### src/sv/dcma_pkg.sv
// shared types and constants of the dual channel moving average
package dcma_pkg;

    localparam int SAMPLE_W       = 16;
    localparam int WINDOW_DEFAULT = 10;

    typedef struct packed {
        logic [SAMPLE_W-1:0] second;
        logic [SAMPLE_W-1:0] first;
    } sample_pair_t;

    localparam int PAIR_W = $bits(sample_pair_t);

endpackage

### src/sv/dcma_window_ram.sv
// window store holding one sample pair per slot, registered read
module dcma_window_ram
    import dcma_pkg::*;
#(
    parameter int DEPTH  = WINDOW_DEFAULT,
    parameter int ADDR_W = 4
) (
    input  logic              aclk,
    input  logic              wr_en,
    input  logic [ADDR_W-1:0] wr_addr,
    input  sample_pair_t      wr_data,
    input  logic              rd_en,
    input  logic [ADDR_W-1:0] rd_addr,
    output sample_pair_t      rd_data
);

    sample_pair_t mem [DEPTH];
    sample_pair_t rd_data_reg;

    always_ff @(posedge aclk) begin
        if (wr_en) begin
            mem[wr_addr] <= wr_data;
        end
        if (rd_en) begin
            rd_data_reg <= mem[rd_addr];
        end
    end

    assign rd_data = rd_data_reg;

endmodule

### src/sv/dcma_divider.sv
// restoring divider, one quotient bit per cycle, shared by both channels
module dcma_divider
    import dcma_pkg::*;
#(
    parameter int SUM_W = 20,
    parameter int CNT_W = 4
) (
    input  logic                aclk,
    input  logic                aresetn,
    input  logic                start,
    input  logic [SUM_W-1:0]    dividend,
    input  logic [CNT_W-1:0]    divisor,
    output logic                done,
    output logic [SAMPLE_W-1:0] quotient
);

    localparam int STEP_W = $clog2(SUM_W);

    logic               busy_reg;
    logic               done_reg;
    logic [STEP_W-1:0]  step_reg;
    logic [SUM_W-1:0]   quot_reg;
    logic [CNT_W-1:0]   rem_reg;
    logic [CNT_W-1:0]   divisor_reg;

    logic [CNT_W:0]     trial;
    logic [CNT_W:0]     diff;
    logic               fits;
    logic [CNT_W-1:0]   rem_next;
    logic [SUM_W-1:0]   quot_next;

    always_comb begin
        trial     = {rem_reg, quot_reg[SUM_W-1]};
        diff      = trial - {1'b0, divisor_reg};
        fits      = (trial >= {1'b0, divisor_reg});
        rem_next  = fits ? diff[CNT_W-1:0] : trial[CNT_W-1:0];
        quot_next = {quot_reg[SUM_W-2:0], fits};
    end

    always_ff @(posedge aclk) begin
        if (!aresetn) begin
            busy_reg <= 1'b0;
            done_reg <= 1'b0;
        end else if (start) begin
            busy_reg <= 1'b1;
            done_reg <= 1'b0;
        end else if (busy_reg) begin
            // last quotient bit goes in on the final step
            if (step_reg == STEP_W'(SUM_W - 1)) begin
                busy_reg <= 1'b0;
                done_reg <= 1'b1;
            end
        end else begin
            done_reg <= 1'b0;
        end
    end

    always_ff @(posedge aclk) begin
        if (start) begin
            quot_reg    <= dividend;
            rem_reg     <= '0;
            divisor_reg <= divisor;
            step_reg    <= '0;
        end else if (busy_reg) begin
            quot_reg <= quot_next;
            rem_reg  <= rem_next;
            step_reg <= step_reg + 1'b1;
        end
    end

    assign done     = done_reg;
    assign quotient = quot_reg[SAMPLE_W-1:0];

endmodule

### src/sv/dual_channel_moving_average.sv
// two-channel moving average over the last WINDOW valid samples, with warm-up
//
// input channel s_*: one sensor poll per item. s_tuser carries the status flags,
// s_tdata the two 16-bit channel samples. a poll with the ready flag set and the
// invalid flag clear enters both windows and yields one result item; any other
// poll is taken and yields nothing.
// result channel m_*: the truncated mean of each channel's stored samples,
// divided by the number stored so far during warm-up and by WINDOW after.
// sequence: after a valid poll the running sums update in the update state, then one
// shared restoring divider runs twice, once per channel, at one quotient bit
// per cycle over SUM_W = 16 + clog2(WINDOW+1) bits. the result is registered
// for m_* after the second division, and the block is ready again the cycle
// after the result is taken, so a new poll is accepted only once the last
// result has left. s_tready is low while an item is in work.
// if the receiver stalls, the result holds in the output register and no new
// poll is accepted until it is taken.
// reset clears the windows' fill count, write slot and sums; no clearing pass.
module dual_channel_moving_average
    import dcma_pkg::*;
#(
    parameter int WINDOW = WINDOW_DEFAULT
) (
    input  logic                  aclk,
    input  logic                  aresetn,
    input  logic                  s_tvalid,
    output logic                  s_tready,
    input  logic [2*SAMPLE_W-1:0] s_tdata,  // first_sample, second_sample
    input  logic [1:0]            s_tuser,  // ready_flag, invalid_flag
    output logic                  m_tvalid,
    input  logic                  m_tready,
    output logic [2*SAMPLE_W-1:0] m_tdata   // first_average, second_average
);

    localparam int SLOT_W = (WINDOW > 1) ? $clog2(WINDOW) : 1;
    localparam int CNT_W  = $clog2(WINDOW + 1);
    localparam int SUM_W  = SAMPLE_W + CNT_W;

    localparam logic [2:0] ST_IDLE   = 3'd0;
    localparam logic [2:0] ST_UPDATE = 3'd1;
    localparam logic [2:0] ST_DIV1   = 3'd2;
    localparam logic [2:0] ST_DIV2   = 3'd3;
    localparam logic [2:0] ST_OUT    = 3'd4;

    logic [2:0]          state_reg, state_next;
    logic [SLOT_W-1:0]   slot_reg, slot_next;
    logic [CNT_W-1:0]    fill_reg, fill_next;
    logic [SUM_W-1:0]    first_sum_reg, first_sum_next;
    logic [SUM_W-1:0]    second_sum_reg, second_sum_next;
    sample_pair_t        smp_reg;
    logic                m_tvalid_reg, m_tvalid_next;
    logic [SAMPLE_W-1:0] first_avg_reg, second_avg_reg;

    logic                in_accept;
    logic                poll_good;
    logic                full;
    sample_pair_t        old_pair;
    logic                ram_wr_en;
    logic                ram_rd_en;
    logic                div_start;
    logic [SUM_W-1:0]    div_dividend;
    logic                div_done;
    logic [SAMPLE_W-1:0] div_quotient;

    assign in_accept = s_tvalid && s_tready;
    assign poll_good = s_tuser[0] && !s_tuser[1];
    assign full      = (fill_reg == CNT_W'(WINDOW));
    assign ram_rd_en = in_accept && poll_good;
    assign ram_wr_en = (state_reg == ST_UPDATE);

    dcma_window_ram #(
        .DEPTH  (WINDOW),
        .ADDR_W (SLOT_W)
    ) u_ram (
        .aclk    (aclk),
        .wr_en   (ram_wr_en),
        .wr_addr (slot_reg),
        .wr_data (smp_reg),
        .rd_en   (ram_rd_en),
        .rd_addr (slot_reg),
        .rd_data (old_pair)
    );

    dcma_divider #(
        .SUM_W (SUM_W),
        .CNT_W (CNT_W)
    ) u_div (
        .aclk     (aclk),
        .aresetn  (aresetn),
        .start    (div_start),
        .dividend (div_dividend),
        .divisor  (fill_next),
        .done     (div_done),
        .quotient (div_quotient)
    );

    always_comb begin
        state_next      = state_reg;
        slot_next       = slot_reg;
        fill_next       = fill_reg;
        first_sum_next  = first_sum_reg;
        second_sum_next = second_sum_reg;
        m_tvalid_next   = m_tvalid_reg;
        div_start       = 1'b0;
        div_dividend    = second_sum_reg;

        case (state_reg)
            ST_IDLE: begin
                if (in_accept && poll_good) begin
                    state_next = ST_UPDATE;
                end
            end
            ST_UPDATE: begin
                // oldest sample leaves the sum once the window is full
                first_sum_next  = first_sum_reg
                                - (full ? SUM_W'(old_pair.first) : SUM_W'(0))
                                + SUM_W'(smp_reg.first);
                second_sum_next = second_sum_reg
                                - (full ? SUM_W'(old_pair.second) : SUM_W'(0))
                                + SUM_W'(smp_reg.second);
                fill_next       = full ? fill_reg : fill_reg + 1'b1;
                slot_next       = (slot_reg == SLOT_W'(WINDOW - 1)) ? '0
                                                                    : slot_reg + 1'b1;
                div_dividend    = first_sum_next;
                div_start       = 1'b1;
                state_next      = ST_DIV1;
            end
            ST_DIV1: begin
                if (div_done) begin
                    div_start  = 1'b1;
                    state_next = ST_DIV2;
                end
            end
            ST_DIV2: begin
                if (div_done) begin
                    m_tvalid_next = 1'b1;
                    state_next    = ST_OUT;
                end
            end
            ST_OUT: begin
                if (m_tready) begin
                    m_tvalid_next = 1'b0;
                    state_next    = ST_IDLE;
                end
            end
            default: begin
                state_next    = ST_IDLE;
                m_tvalid_next = 1'b0;
            end
        endcase
    end

    always_ff @(posedge aclk) begin
        if (!aresetn) begin
            state_reg      <= ST_IDLE;
            slot_reg       <= '0;
            fill_reg       <= '0;
            first_sum_reg  <= '0;
            second_sum_reg <= '0;
            m_tvalid_reg   <= 1'b0;
        end else begin
            state_reg      <= state_next;
            slot_reg       <= slot_next;
            fill_reg       <= fill_next;
            first_sum_reg  <= first_sum_next;
            second_sum_reg <= second_sum_next;
            m_tvalid_reg   <= m_tvalid_next;
        end
    end

    always_ff @(posedge aclk) begin
        if (in_accept) begin
            smp_reg <= s_tdata;
        end
        if (state_reg == ST_DIV1 && div_done) begin
            first_avg_reg <= div_quotient;
        end
        if (state_reg == ST_DIV2 && div_done) begin
            second_avg_reg <= div_quotient;
        end
    end

    assign s_tready = (state_reg == ST_IDLE);
    assign m_tvalid = m_tvalid_reg;
    assign m_tdata  = {second_avg_reg, first_avg_reg};

    a_fill_bound: assert property (@(posedge aclk) disable iff (!aresetn)
        fill_reg <= CNT_W'(WINDOW))
        else $error("fill count beyond window");

    a_slot_bound: assert property (@(posedge aclk) disable iff (!aresetn)
        slot_reg <= SLOT_W'(WINDOW - 1))
        else $error("write slot beyond window");

    a_good_poll: assert property (@(posedge aclk) disable iff (!aresetn)
        (in_accept && poll_good) |=> (state_reg == ST_UPDATE))
        else $error("valid poll did not start an update");

    a_div_done: assert property (@(posedge aclk) disable iff (!aresetn)
        div_done |-> (state_reg == ST_DIV1 || state_reg == ST_DIV2))
        else $error("divider finished outside a divide step");

endmodule
### config.mk
export PLATFORM = sky130hd
export DESIGN_NAME = dual_channel_moving_average
export DESIGN_NICKNAME = d
export VERILOG_FILES = /design/src/sv/dcma_pkg.sv /design/src/sv/dcma_window_ram.sv /design/src/sv/dcma_divider.sv /design/src/sv/dual_channel_moving_average.sv
export SDC_FILE = /design/constraint.sdc
export NUM_CORES = 1
export LEC_CHECK = 0
export BUFFER_PORTS_ARGS = -buffer_cell sky130_fd_sc_hd__buf_2
export CORE_UTILIZATION = 50
export DETAILED_ROUTE_END_ITERATION = 8
export PLACE_DENSITY = 0.7
export SYNTH_ARGS = -nofsm -noshare
export SYNTH_HDL_FRONTEND = slang
export SYNTH_SLANG_ARGS = --single-unit
### constraint.sdc
create_clock -name aclk -period 5.59 [get_ports aclk]
set_input_delay 0.2795 -clock aclk [delete_from_list [all_inputs] [get_ports aclk]]
set_output_delay 0.2795 -clock aclk [all_outputs]
set_load 0.01 [all_outputs]
==> out/results.ini <==
[cts]
post-cts-setup-buffers=0
cts_tree=done
h-tree-depth=2
cts_made_buffers=50
root_buffer=clkbuf_16
cts.clk_slew.worst_paths_ps=60
cts.sinks=503
clock_latency_ps=590
clk_path_buf_depth=3

[final_layout]
largest_reg_flops=320
antenna_cells=0
nets=1746
area_growth_pct=13.67
layout-drive-gt1-share_pct=15.93

[power]
power_switching_w=0.001911
p_leak_nw=8.765
p_comb_share_pct=8.8
power.share.clock_pct=40.3
pwr-share-seq_pct=50.9
power.density_nw_per_um2=331.1
internal-power_w=0.006433
p_sw_share_pct=22.90
p_total_w=0.008344
ir_worst_vdd_mv=0.2070

[worst_setup_path]
worstPathRequired_ps=5920
critical_path.startpoint=fill_reg[0]
ff2ff_path_depth=16
crit_fanout=34
worst_path_max_delay_cell=and3b_1
critPathMaxStageDelay_ps=930
r2r-end=u_div.quot_reg[18]
crit_type=flop to flop
r2r-start=fill_reg[0]
r2r_setup_slack_ps=1170
startpoint_type=flop
worstPathCellList=inv_1 -> ha_1 -> and3b_1 -> and2_1 -> ha_1 -> inv_1 -> ha_1 -> inv_1 -> fa_1 -> nand2b_1 -> a21oi_1 -> o21bai_2 -> a21oi_1 -> o31a_1 -> o21ai_0 -> a31o_1
cp-endpoint=u_div.quot_reg[18]
critPathCaptureType=flop
crit_arrival_ps=4750

[timing]
slew_headroom_pct=22.10
tns_ps=0
finalSetupViolCount=0
final_hold_viol_count=0
drv_slew=0
post-route-period-util_pct=79.03
whs_ps=63.94
tightest_slew_ps=1163
fmax_ghz=0.2264
finalClockSkew_ps=20.55
rsz0062_at_grt=no
finalCriticalPeriod_ps=4418

[floorplanning]
start_util_pct=51.12
die_y_um=212.6
dieArea_sq_um=45180
core.rowCount=76
core_sq_um=43360
ios=72
die_x_um=212.6

[logic_synthesis]
seq_area_frac_synth_pct=65.29
synth_fp_nets=1640
yosysTopAreaCell=edfxtp_1
yosys_warnings=0
synth_top_cells_by_count=edfxtp_1 (440), inv_1 (148), a21oi_1 (96)
yosys_most_used_dff=edfxtp_1
synth_most_common_cell=edfxtp_1
post-synth-top-area-fraction_pct=59.60
synth_enable_flop_cells=440
synthTopCellsByArea=edfxtp_1 (60%), mux4_2 (6.5%), dfxtp_1 (5.7%)
async_flop_share_pct=0
syn-mean-instance-area_sq_um=14.56
synthCells=1522
synth.distinct_cells=67
syn-cell-area_sq_um=22170
ys_ff_latch=503

[drt]
drt_iter0_drc=946
via_per_inst=5.561
drtPass1Iterations=5
vias=12539
routed_wl_um=45600
post_drt_wl_per_cell_um=20.22
drtAntennaViolNets=0
drc=0

[global_route]
grt-ovfl-total=0
track_usage_pct=20.97
grt_pass1_wl_um=71790
grt_pass1_vias=12562
antenna_found_initial=0
grt_max_degree=64

[placed_design]
place_hpwl_um=28650
place.gp.congestion=0.8979
io_buffers=71

[hold_path]
hp-class=input pin to flop

[flow_run]
maxCapViolCount=0

[run_status]
status=finished clean

cell usage in the layout (no fill, tap or decap), drive strengths merged, types with 47 or more instances in the layout:
| cell | count |
|---|---|
| mux2i | 57 |
| dfxtp | 63 |
| clkbuf | 60 |
| a21oi | 99 |
| a211oi | 50 |
| inv | 151 |
| mux4 | 64 |
| nand2 | 57 |
| buf | 92 |
| ha | 47 |
| edfxtp | 440 |
| nor2 | 62 |
repair_timing:
item	CTS	global route
endpoints found under the setup margin	0	0
resized for setup	0	0
hold buffers	32	0
endpoints found under the hold margin	32	0
power by group through the flow:
stage                     clock network [W]  logic [W]  registers (W)
after floorplan                           0   0.000555        0.00429
after global placement                    0   0.000700        0.00432
after detailed placement                  0   0.000706        0.00433
after CTS                           0.00344   0.000730        0.00425
after global routing                0.00357   0.000820        0.00426
final                               0.00336   0.000732        0.00425
area by class of cell:
type,count,area [sq um]
fillers,3370,18160
flip-flops and latches,503,14480
multi-input cells,800,6924
clock buffers,60,1310
repair buffers,124,858.3
well taps,585,732.0
inverters,149,559.3
clock inverters,34,332.8
critical path: cells and delay by family (launching register included):
family / cells / cell delay, ps
buffers and inverters: 3 / 230
adders and majority gates: 4 / 1010
AOI/OAI and AO/OA: 6 / 1200
and+or+nand+nor: 3 / 1390
DFF: 1 / 320
per-layer routing:
layer	vias to the layer above	GRT usage [%]	wire (um)
met5	-	0	0
met4	0	5.830	1025
met3	66	3.353	2448
met2	349	32.24	20960
met1	6257	31.03	21160
li1	5867	-	-
cells by family after synthesis:
kind of cell	Yosys count	synth area share (%)
flops	503	65.29
simple gates	311	7.400
compound gates	261	7.693
buf+inv	219	3.816
mux	123	9.178
fa+ha+maj	80	5.633
xor+xnor	25	0.9878
worst min-delay path by stage:
| stage | start | end | slack [ps] | depth (start not counted) |
|---|---|---|---|---|
| global route | m_tready | state_reg[2] | 100 | 4 |
| CTS | m_tready | state_reg[2] | 50 | 4 |
| floorplan | s_tdata[0] | smp_reg[0] | 380 | 0 |
| global placement | first_sum_reg[3] | first_sum_reg[3] | 450 | 2 |
| detailed placement | first_sum_reg[10] | first_sum_reg[10] | 450 | 2 |
| finish | m_tready | state_reg[2] | 60 | 4 |
stage by stage:
step,cell area [sq um],std cells,worst slack [ps],util [%]
2_1_floorplan,22170,1522,657.8,-
3_3_place_gp,23230,2129,1354,53.58
3_5_place_dp,23230,2129,1189,53.58
4_1_cts,25200,2255,1125,58.11
5_1_grt,25200,2255,758.0,58.11
6_report,25200,2255,1172,58.11
(Power assumes the default switching activity.)
